--- src/hw/rtl/hse_pkg.sv ---
// Shared types of the heap sort engine: sequencer states and memory port controls.
`timescale 1ns / 1ps
package hse_pkg;

  // Sequencer states, one-hot
  typedef enum logic [12:0] {
    ST_LOAD     = 13'b0000000000001,
    ST_SD_RD    = 13'b0000000000010,
    ST_SD_GET   = 13'b0000000000100,
    ST_CMP_L    = 13'b0000000001000,
    ST_CMP_R    = 13'b0000000010000,
    ST_MOVE     = 13'b0000000100000,
    ST_FIN      = 13'b0000001000000,
    ST_XS_RD0   = 13'b0000010000000,
    ST_XS_RDI   = 13'b0000100000000,
    ST_XS_WR    = 13'b0001000000000,
    ST_OUT_RD   = 13'b0010000000000,
    ST_OUT_GET  = 13'b0100000000000,
    ST_OUT_WAIT = 13'b1000000000000
  } state_t;

  // Element memory port controls
  typedef struct packed {
    logic wr_en;
    logic rd_en;
  } mem_ctl_t;

endpackage

--- src/hw/rtl/hse_if.sv ---
// Handshake channel interfaces of the heap sort engine: input words and sorted result words.
`timescale 1ns / 1ps
interface hse_in_if #(
  parameter int W = 32
);
  logic                valid;
  logic                ready;
  logic signed [W-1:0] value;
  logic                last;

  modport source (output valid, output value, output last, input ready);
  modport sink   (input valid, input value, input last, output ready);
endinterface

interface hse_out_if #(
  parameter int W = 32
);
  logic                valid;
  logic                ready;
  logic signed [W-1:0] sorted_value;
  logic                last_out;
  logic                dropped;

  modport source (output valid, output sorted_value, output last_out, output dropped,
                  input ready);
  modport sink   (input valid, input sorted_value, input last_out, input dropped,
                  output ready);
endinterface

--- src/hw/rtl/hse_mem.sv ---
// Element store of the heap sort engine: one write port, one registered read port.
`timescale 1ns / 1ps
module hse_mem #(
  parameter int DEPTH = 64,
  parameter int DW    = 32,
  parameter int AW    = 6
) (
  input  logic              clk,
  input  hse_pkg::mem_ctl_t ctl,
  input  logic [AW-1:0]     waddr,
  input  logic [DW-1:0]     wdata,
  input  logic [AW-1:0]     raddr,
  output logic [DW-1:0]     rdata
);

  logic [DW-1:0] mem [DEPTH];
  logic [DW-1:0] rdata_r;

  always_ff @(posedge clk) begin
    if (ctl.wr_en) begin
      mem[waddr] <= wdata;
    end
  end

  always_ff @(posedge clk) begin
    if (ctl.rd_en) begin
      rdata_r <= mem[raddr];
    end
  end

  assign rdata = rdata_r;

endmodule

--- src/hw/rtl/hse_ctrl.sv ---
// Heap sort sequencer: loading, sift-down with one shared comparator, and result output.
`timescale 1ns / 1ps
module hse_ctrl #(
  parameter int CAPACITY = 64,
  parameter int DW       = 32,
  parameter int AW       = 6,
  parameter int CW       = 7
) (
  input  logic              clk,
  input  logic              rst_n,
  // input words
  input  logic              in_valid,
  output logic              in_ready,
  input  logic [DW-1:0]     in_value,
  input  logic              in_last,
  // result words
  output logic              out_valid,
  input  logic              out_ready,
  output logic [DW-1:0]     out_value,
  output logic              out_last,
  output logic              out_dropped,
  // element memory
  output hse_pkg::mem_ctl_t ctl,
  output logic [AW-1:0]     waddr,
  output logic [DW-1:0]     wdata,
  output logic [AW-1:0]     raddr,
  input  logic [DW-1:0]     rdata
);

  localparam int IW = AW + 2;

  hse_pkg::state_t st_r, st_nxt;
  logic [CW-1:0] cnt_r, cnt_nxt;
  logic          ovf_r, ovf_nxt;
  logic          sort_r, sort_nxt;
  logic [CW-1:0] idx_r, idx_nxt;
  logic [CW-1:0] size_r, size_nxt;
  logic [AW-1:0] node_r, node_nxt;
  logic [AW-1:0] big_r, big_nxt;
  logic [AW-1:0] k_r, k_nxt;
  logic [DW-1:0] nv_r, nv_nxt;
  logic [DW-1:0] bv_r, bv_nxt;
  logic          ov_r, ov_nxt;
  logic [DW-1:0] od_r, od_nxt;
  logic          ol_r, ol_nxt;
  logic          odr_r, odr_nxt;

  logic [IW-1:0] lc, rc, blc, size_w;
  logic [CW-1:0] cnt_inc, n_new;
  logic [DW-1:0] cmp_b;
  logic          gt;
  logic          k_final;
  logic          in_acc;

  assign lc      = {1'b0, node_r, 1'b1};
  assign rc      = lc + IW'(1);
  assign blc     = {1'b0, big_r, 1'b1};
  assign size_w  = IW'(size_r);
  assign cnt_inc = cnt_r + CW'(1);
  assign k_final = (CW'(k_r) == cnt_r - CW'(1));
  assign in_acc  = in_valid && in_ready;

  // Shared comparator: left child against node, right child against the larger so far
  assign cmp_b = (st_r == hse_pkg::ST_CMP_L) ? nv_r : bv_r;
  assign gt    = $signed(rdata) > $signed(cmp_b);

  assign in_ready    = (st_r == hse_pkg::ST_LOAD);
  assign out_valid   = ov_r;
  assign out_value   = od_r;
  assign out_last    = ol_r;
  assign out_dropped = odr_r;

  always_comb begin
    st_nxt    = st_r;
    cnt_nxt   = cnt_r;
    ovf_nxt   = ovf_r;
    sort_nxt  = sort_r;
    idx_nxt   = idx_r;
    size_nxt  = size_r;
    node_nxt  = node_r;
    big_nxt   = big_r;
    k_nxt     = k_r;
    nv_nxt    = nv_r;
    bv_nxt    = bv_r;
    ov_nxt    = ov_r;
    od_nxt    = od_r;
    ol_nxt    = ol_r;
    odr_nxt   = odr_r;
    n_new     = cnt_r;
    ctl.wr_en = 1'b0;
    ctl.rd_en = 1'b0;
    waddr     = node_r;
    wdata     = nv_r;
    raddr     = node_r;

    unique case (st_r)
      hse_pkg::ST_LOAD: begin
        if (in_acc) begin
          if (cnt_r < CW'(CAPACITY)) begin
            ctl.wr_en = 1'b1;
            waddr     = cnt_r[AW-1:0];
            wdata     = in_value;
            n_new     = cnt_inc;
          end else begin
            ovf_nxt = 1'b1;
          end
          cnt_nxt = n_new;
          if (in_last) begin
            if (n_new < CW'(2)) begin
              k_nxt  = '0;
              st_nxt = hse_pkg::ST_OUT_RD;
            end else begin
              sort_nxt = 1'b0;
              idx_nxt  = n_new >> 1;
              node_nxt = AW'((n_new >> 1) - CW'(1));
              size_nxt = n_new;
              st_nxt   = hse_pkg::ST_SD_RD;
            end
          end
        end
      end
      hse_pkg::ST_SD_RD: begin
        ctl.rd_en = 1'b1;
        raddr     = node_r;
        st_nxt    = hse_pkg::ST_SD_GET;
      end
      hse_pkg::ST_SD_GET: begin
        nv_nxt = rdata;
        if (lc < size_w) begin
          ctl.rd_en = 1'b1;
          raddr     = lc[AW-1:0];
          st_nxt    = hse_pkg::ST_CMP_L;
        end else begin
          st_nxt = hse_pkg::ST_FIN;
        end
      end
      hse_pkg::ST_CMP_L: begin
        if (gt) begin
          big_nxt = lc[AW-1:0];
          bv_nxt  = rdata;
        end else begin
          big_nxt = node_r;
          bv_nxt  = nv_r;
        end
        if (rc < size_w) begin
          ctl.rd_en = 1'b1;
          raddr     = rc[AW-1:0];
          st_nxt    = hse_pkg::ST_CMP_R;
        end else begin
          st_nxt = hse_pkg::ST_MOVE;
        end
      end
      hse_pkg::ST_CMP_R: begin
        if (gt) begin
          big_nxt = rc[AW-1:0];
          bv_nxt  = rdata;
        end
        st_nxt = hse_pkg::ST_MOVE;
      end
      hse_pkg::ST_MOVE: begin
        ctl.wr_en = 1'b1;
        waddr     = node_r;
        if (big_r == node_r) begin
          wdata = nv_r;
        end else begin
          // move the larger child up; the carried value sinks one level
          wdata    = bv_r;
          node_nxt = big_r;
          if (blc < size_w) begin
            ctl.rd_en = 1'b1;
            raddr     = blc[AW-1:0];
            st_nxt    = hse_pkg::ST_CMP_L;
          end else begin
            st_nxt = hse_pkg::ST_FIN;
          end
        end
      end
      hse_pkg::ST_FIN: begin
        ctl.wr_en = 1'b1;
        waddr     = node_r;
        wdata     = nv_r;
      end
      hse_pkg::ST_XS_RD0: begin
        ctl.rd_en = 1'b1;
        raddr     = '0;
        st_nxt    = hse_pkg::ST_XS_RDI;
      end
      hse_pkg::ST_XS_RDI: begin
        bv_nxt    = rdata;
        ctl.rd_en = 1'b1;
        raddr     = idx_r[AW-1:0];
        st_nxt    = hse_pkg::ST_XS_WR;
      end
      hse_pkg::ST_XS_WR: begin
        // old root goes to the end; old end value sifts down from the root
        ctl.wr_en = 1'b1;
        waddr     = idx_r[AW-1:0];
        wdata     = bv_r;
        nv_nxt    = rdata;
        node_nxt  = '0;
        size_nxt  = idx_r;
        if (idx_r > CW'(1)) begin
          ctl.rd_en = 1'b1;
          raddr     = AW'(1);
          st_nxt    = hse_pkg::ST_CMP_L;
        end else begin
          st_nxt = hse_pkg::ST_FIN;
        end
      end
      hse_pkg::ST_OUT_RD: begin
        ctl.rd_en = 1'b1;
        raddr     = k_r;
        st_nxt    = hse_pkg::ST_OUT_GET;
      end
      hse_pkg::ST_OUT_GET: begin
        ov_nxt  = 1'b1;
        od_nxt  = rdata;
        ol_nxt  = k_final;
        odr_nxt = k_final && ovf_r;
        st_nxt  = hse_pkg::ST_OUT_WAIT;
      end
      hse_pkg::ST_OUT_WAIT: begin
        if (out_ready) begin
          ov_nxt = 1'b0;
          if (k_final) begin
            cnt_nxt = '0;
            ovf_nxt = 1'b0;
            st_nxt  = hse_pkg::ST_LOAD;
          end else begin
            k_nxt     = k_r + AW'(1);
            ctl.rd_en = 1'b1;
            raddr     = k_r + AW'(1);
            st_nxt    = hse_pkg::ST_OUT_GET;
          end
        end
      end
      default: begin
        st_nxt = hse_pkg::ST_LOAD;
      end
    endcase

    // End of one sift-down: advance the build or the extraction loop
    if ((st_r == hse_pkg::ST_FIN) ||
        ((st_r == hse_pkg::ST_MOVE) && (big_r == node_r))) begin
      if (idx_r == CW'(1)) begin
        if (sort_r) begin
          k_nxt  = '0;
          st_nxt = hse_pkg::ST_OUT_RD;
        end else begin
          sort_nxt = 1'b1;
          idx_nxt  = cnt_r - CW'(1);
          st_nxt   = hse_pkg::ST_XS_RD0;
        end
      end else begin
        idx_nxt = idx_r - CW'(1);
        if (sort_r) begin
          st_nxt = hse_pkg::ST_XS_RD0;
        end else begin
          node_nxt = AW'(idx_r - CW'(2));
          st_nxt   = hse_pkg::ST_SD_RD;
        end
      end
    end
  end

  always_ff @(posedge clk) begin
    if (!rst_n) begin
      st_r   <= hse_pkg::ST_LOAD;
      cnt_r  <= '0;
      ovf_r  <= 1'b0;
      sort_r <= 1'b0;
      ov_r   <= 1'b0;
    end else begin
      st_r   <= st_nxt;
      cnt_r  <= cnt_nxt;
      ovf_r  <= ovf_nxt;
      sort_r <= sort_nxt;
      ov_r   <= ov_nxt;
    end
  end

  always_ff @(posedge clk) begin
    idx_r  <= idx_nxt;
    size_r <= size_nxt;
    node_r <= node_nxt;
    big_r  <= big_nxt;
    k_r    <= k_nxt;
    nv_r   <= nv_nxt;
    bv_r   <= bv_nxt;
    od_r   <= od_nxt;
    ol_r   <= ol_nxt;
    odr_r  <= odr_nxt;
  end

  a_cnt_bound: assert property (@(posedge clk) disable iff (!rst_n)
    cnt_r <= CW'(CAPACITY))
    else $error("element count above capacity");

  a_drop_on_last: assert property (@(posedge clk) disable iff (!rst_n)
    out_valid && out_dropped |-> out_last)
    else $error("dropped flag on a word that is not the last");

  a_sift_wr_in_heap: assert property (@(posedge clk) disable iff (!rst_n)
    ctl.wr_en && (st_r == hse_pkg::ST_MOVE || st_r == hse_pkg::ST_FIN ||
                  st_r == hse_pkg::ST_XS_WR)
    |-> CW'(waddr) < size_r)
    else $error("sift write outside the heap");

  a_run_restart: assert property (@(posedge clk) disable iff (!rst_n)
    out_valid && out_ready && out_last |=> in_ready && cnt_r == '0 && !ovf_r)
    else $error("run not cleared after final word");

  a_no_overlap: assert property (@(posedge clk) disable iff (!rst_n)
    out_valid |-> !in_ready)
    else $error("input taken while results pending");

endmodule

--- src/hw/rtl/heap_sort_engine.sv ---
// Top level of the heap sort engine: sequencer and element memory behind two channels.
`timescale 1ns / 1ps
// Usage:
//   in_bus  carries one signed word per transfer (value) plus last. Words are
//           stored in arrival order, one per cycle, while in_bus.ready is high.
//           Up to CAPACITY words are kept; extra words are dropped and noted.
//   The word with last set starts the sort of what was stored (n words).
//   Sorting is a heapsort done by one comparator on a memory with one write
//   port and one registered read port: each sift-down level steps through
//   a left child compare, a right child compare and a write that also starts
//   the next read, since the memory has only one read port.
//   out_bus then returns the n words in ascending order; last_out marks the
//   final word and dropped on that word reports discarded input.
//   in_bus.ready is low from the last input word until the final result word
//   is taken. A stalled out_bus holds its word and the sequencer waits.
//   Reset (rst_n low, synchronous) empties the set; memory contents are
//   not cleared and need not be.
module heap_sort_engine #(
  parameter int CAPACITY   = 64,
  parameter int DATA_WIDTH = 32
) (
  input logic       clk,
  input logic       rst_n,
  hse_in_if.sink    in_bus,
  hse_out_if.source out_bus
);

  localparam int AW = (CAPACITY > 1) ? $clog2(CAPACITY) : 1;
  localparam int CW = $clog2(CAPACITY + 1);

  hse_pkg::mem_ctl_t       mem_ctl;
  logic [AW-1:0]           mem_waddr;
  logic [DATA_WIDTH-1:0]   mem_wdata;
  logic [AW-1:0]           mem_raddr;
  logic [DATA_WIDTH-1:0]   mem_rdata;
  logic [DATA_WIDTH-1:0]   res_value;

  hse_ctrl #(
    .CAPACITY (CAPACITY),
    .DW       (DATA_WIDTH),
    .AW       (AW),
    .CW       (CW)
  ) u_ctrl (
    .clk         (clk),
    .rst_n       (rst_n),
    .in_valid    (in_bus.valid),
    .in_ready    (in_bus.ready),
    .in_value    (in_bus.value),
    .in_last     (in_bus.last),
    .out_valid   (out_bus.valid),
    .out_ready   (out_bus.ready),
    .out_value   (res_value),
    .out_last    (out_bus.last_out),
    .out_dropped (out_bus.dropped),
    .ctl         (mem_ctl),
    .waddr       (mem_waddr),
    .wdata       (mem_wdata),
    .raddr       (mem_raddr),
    .rdata       (mem_rdata)
  );

  assign out_bus.sorted_value = $signed(res_value);

  hse_mem #(
    .DEPTH (CAPACITY),
    .DW    (DATA_WIDTH),
    .AW    (AW)
  ) u_mem (
    .clk   (clk),
    .ctl   (mem_ctl),
    .waddr (mem_waddr),
    .wdata (mem_wdata),
    .raddr (mem_raddr),
    .rdata (mem_rdata)
  );

endmodule

--- src/flat_wrapper.sv ---
// flat-port wrapper written by rule: the top's interface ports become plain ports
module heap_sort_engine_flat 
#(
  parameter int CAPACITY   = 64,
  parameter int DATA_WIDTH = 32
)
  (clk, rst_n, in_bus_valid, in_bus_value, in_bus_last, in_bus_ready, out_bus_valid, out_bus_sorted_value, out_bus_last_out, out_bus_dropped, out_bus_ready);
  hse_in_if #(.W(DATA_WIDTH)) in_bus_i ();
  hse_out_if #(.W(DATA_WIDTH)) out_bus_i ();
  input logic clk;
  input logic rst_n;
  input wire logic [$bits(in_bus_i.valid)-1:0] in_bus_valid;
  input wire logic [$bits(in_bus_i.value)-1:0] in_bus_value;
  input wire logic [$bits(in_bus_i.last)-1:0] in_bus_last;
  output wire logic [$bits(in_bus_i.ready)-1:0] in_bus_ready;
  output wire logic [$bits(out_bus_i.valid)-1:0] out_bus_valid;
  output wire logic [$bits(out_bus_i.sorted_value)-1:0] out_bus_sorted_value;
  output wire logic [$bits(out_bus_i.last_out)-1:0] out_bus_last_out;
  output wire logic [$bits(out_bus_i.dropped)-1:0] out_bus_dropped;
  input wire logic [$bits(out_bus_i.ready)-1:0] out_bus_ready;
  assign in_bus_i.valid = in_bus_valid;
  assign in_bus_i.value = in_bus_value;
  assign in_bus_i.last = in_bus_last;
  assign in_bus_ready = in_bus_i.ready;
  assign out_bus_valid = out_bus_i.valid;
  assign out_bus_sorted_value = out_bus_i.sorted_value;
  assign out_bus_last_out = out_bus_i.last_out;
  assign out_bus_dropped = out_bus_i.dropped;
  assign out_bus_i.ready = out_bus_ready;
  heap_sort_engine #(.CAPACITY(CAPACITY), .DATA_WIDTH(DATA_WIDTH)) u_core (.clk(clk), .rst_n(rst_n), .in_bus(in_bus_i), .out_bus(out_bus_i));
endmodule
--- config.mk ---
export PLATFORM = sky130hd
export DESIGN_NAME = heap_sort_engine_flat
export DESIGN_NICKNAME = d
export VERILOG_FILES = /design/src/hw/rtl/hse_pkg.sv /design/src/hw/rtl/hse_if.sv /design/src/hw/rtl/hse_mem.sv /design/src/hw/rtl/hse_ctrl.sv /design/src/hw/rtl/heap_sort_engine.sv /design/src/flat_wrapper.sv
export SDC_FILE = /design/constraint.sdc
export NUM_CORES = 2
export LEC_CHECK = 0
export ABC_CLOCK_PERIOD_IN_PS = 7950
export BUFFER_PORTS_ARGS = -buffer_cell sky130_fd_sc_hd__buf_2
export CORE_MARGIN = 4
export CORE_UTILIZATION = 40
export CTS_BUF_LIST = sky130_fd_sc_hd__clkbuf_2
export DETAILED_ROUTE_END_ITERATION = 10
export SLEW_MARGIN = 20
export SYNTH_ARGS = -nofsm -noshare
export SYNTH_HDL_FRONTEND = slang
export SYNTH_SLANG_ARGS = --single-unit
--- constraint.sdc ---
create_clock -name clk -period 7.95 [get_ports clk]
set_input_delay 0.3975 -clock clk [delete_from_list [all_inputs] [get_ports clk]]
set_output_delay 0.3975 -clock clk [all_outputs]
set_load 0.05 [all_outputs]
==> summary.txt <==
clk root buf: clkbuf_2
placed cells: 9130
mux contribution to synthesized area: 0.0538
cell taking the most area after synthesis: edfxtp_1
Cell Area, Synth: 90800 µm²
Post-synth EDFFs: 2191
RSZ-0062 raised after global routing: false
routed vias/inst: 5.74
total of max-cap violations: 0
Clock Tree Buf Depth: 4
net count after synthesis: 6336
XOR/XNOR share of the synthesized area: 0.00467
synthesized-area fraction occupied by adder cells: 0.00827
Starting Density: 0.403
core area: 225000 µm²
compound-gate portion of the synthesized area: 0.0824
top-count cell post-synth: edfxtp_1
final hold violations: 0
setup TNS: 0 ns
pre-CTS WS: 0.965 ns
number of global-route vias before repair: 56400
GPL Wtd Cong: 0.909
Slew HR: 0.128
post-DP HPWL: 162000 µm
Worst VDD drop: 343 µV
I/O Buffers: 72
FF+latch count, synth: 2233
power per cell area: 296 nW/µm²
Die Area: 235000 µm²
most area-consuming cells after synthesis: edfxtp_1, mux2i_1, nand2_1, a211oi_1, and2_1
# IOs: 73
Final WS setup: 0.728 ns
htree depth: 6
Slew Viols, Final: 0
Seq/Total Area, Yosys: 0.734
largest net degree at the start of global routing: 105
drt initial violations: 7441
DR WL/cell: 27.4 µm
crit end category: flop
Async SR Flop Fraction: 0
Row Count: 174
Die Y: 484 µm
Distinct cells, synth: 92
fin cells: 10200
sequential cell area: 66600 µm²
Residual DRC: 0
P&R area growth vs syn: 11.8%
clk_lat worst skew: 1.95 ns
Synth Area in Simple Gates: 0.0962
drt total wl: 278000 µm
Min-Delay Path Class: in2reg
Chip Width: 484 µm
CTS clk-pin slew, worst paths: 0.11 ns
Post-synth top flop: edfxtp_1
CTS buffer count: 574
CTS tree: done
CP Launch Type: flop
Max FO, Critical Path: 34
fillers: 20100
largest family of logic cells by synthesized area: simple AND/OR/NAND/NOR gates
total clock sinks: 2233
Worst EP required: 9.55 ns
first-pass GRT wire length: 396000 µm
status: complete, no violations
postcts setup bufs: 0
1st-pass router iterations: 7
Layout Utilization: 0.450
Max Clk Rate: 138 MHz
fraction of layout cells with a size suffix above 1: 0.185
Total GRT Usage: 0.230
final period utilization: 0.908
initial antenna violation count: 15
min Tclk post-route: 7.22 ns
via count: 58200
setup violators final: 0
synthesized area per cell: 14.5 µm²
Final #Nets: 6887
Post-synth top cells: edfxtp_1, nand2_1, mux2i_1
Leak: 36.4 nW
multi-input logic area: 23000 µm²
Data arrival, critical path: 8.82 ns
Total Power: 0.0301 W
kind of critical path: reg2reg
residual overflow from global routing: 0
yosys warns: 0
Gate Count Post-Synth: 6239
Final ANT Viol Nets: 0
top cell type's share of synthesized area: 0.725
worst slew pin tran: 1.31 ns
Worst Skew: 0.250 ns
[cell usage in the layout, fill, tap and decap left out, drive strengths merged, types with 6 or more instances in the layout]
| cell | netlist | layout |
|---|---|---|
| clkinv | 2 | 101 |
| nand3 | 224 | 224 |
| ha | 60 | 60 |
| buf | 173 | 300 |
| diode | 0 | 15 |
| clkbuf | 225 | 805 |
| mux2 | 33 | 33 |
| o22ai | 169 | 169 |
| a21o | 16 | 16 |
| or3 | 40 | 40 |
| and3 | 51 | 51 |
| nand3b | 7 | 7 |
| o31ai | 9 | 9 |
| o21ai | 36 | 36 |
| dfxtp | 42 | 42 |
| nor2b | 18 | 18 |
| inv | 23 | 41 |
| a31oi | 137 | 137 |
| nor3 | 29 | 29 |
| a211oi | 321 | 321 |
| nor4 | 11 | 11 |
| nand4 | 80 | 80 |
| a21boi | 6 | 6 |
| mux2i | 451 | 451 |
| a21oi | 183 | 183 |
| and2 | 206 | 206 |
| a22o | 6 | 6 |
| nor2 | 143 | 143 |
| xor2 | 19 | 19 |
| o211ai | 70 | 70 |
| edfxtp | 2191 | 2191 |
| a311oi | 32 | 32 |
| a22oi | 76 | 76 |
| nand2b | 9 | 9 |
| nand2 | 1045 | 1045 |
| xnor2 | 19 | 19 |
| dlygate4sd3 | 0 | 73 |
[flip-flops by register name (all words and copies together) (netlist names), 6 cells and up]
signal and cells:
u_core.u_ctrl.bv_r 32, u_core.u_ctrl.big_r 6, u_core.u_ctrl.cnt_r 7, u_core.u_ctrl.st_r 13, u_core.u_ctrl.size_r 7, u_core.u_ctrl.node_r 6
u_core.u_ctrl.nv_r 32, u_core.u_ctrl.out_value 32, u_core.u_ctrl.idx_r 7, u_core.u_mem.mem 2048, u_core.u_ctrl.k_r 6, u_core.u_mem.rdata 32
[cell families after synthesis]
logic type,Yosys count
compound gates,1100
xor+xnor,42
fa+ha+maj,60
buf+inv,423
flops,2233
mux,484
simple gates,1897
[where the power goes]
| group | switching, W | internal, W |
|---|---|---|
| registers | 0.000152 | 0.0137 |
| clock network | 0.00458 | 0.00284 |
| logic | 0.00631 | 0.00245 |
[routing by layer]
metal | routed length [µm] | global-route usage
met1 | 115000 | 0.320
met2 | 125000 | 0.350
met3 | 29400 | 0.0617
met4 | 8300 | 0.0758
met5 | 23 | 0
[metrics by stage]
| stage | instance area [µm²] | hold WS, ns |
|---|---|---|
| global placement | 95700 | 0.459 |
| floorplan | 90800 | 0.452 |
| global route | 101000 | 0.105 |
| finish | 101000 | 0.244 |
| CTS | 101000 | 0.00899 |
| detailed placement | 96000 | 0.458 |
[timing repair]
action,in CTS,in global routing
endpoints found under the hold margin,2053,0
endpoints found under the setup margin,0,0
hold buffers,73,0
gates resized for setup,0,0
[final timing paths]
check                                                end  slack, ns                    start  cells past startpoint
worst max-delay path              u_core.u_mem.rdata[30]       0.73  u_core.u_ctrl.node_r[1]                     18
worst min-delay path            u_core.u_mem.mem[23][16]       0.24         in_bus_value[16]                      4
worst max register to register    u_core.u_mem.rdata[30]       0.73  u_core.u_ctrl.node_r[1]                     18
worst min register to register   u_core.u_ctrl.out_valid       0.47  u_core.u_ctrl.out_valid                      2
[final cells by class]
class	instances	share of cell area
flip-flops and latches	2233	0.657
multi-input cells	3583	0.227
well taps	2992	0.0369
clock inverters	126	0.00624
diodes	15	0.000370
inverters	25	0.000925
clock buffers	805	0.0397
repair buffers	373	0.0326
[critical path, cell delays in order, from the launching register on]
cell and delay [ns]:
dfxtp_1 0.85, ha_1 0.44, nand3_1 0.13, xnor2_1 0.23
ha_1 0.29, or3_1 0.36, o211ai_1 0.10, a21oi_1 0.13
o21a_1 0.25, a2111oi_4 0.41, a21boi_1 0.26, o22ai_4 0.17
buf_4 0.49, nand2b_2 0.75, buf_4 0.39, a211oi_1 0.09
a211oi_1 0.59, nand4_1 0.48, or3_1 0.51
Note: power is estimated with default switching activity, not from simulation.
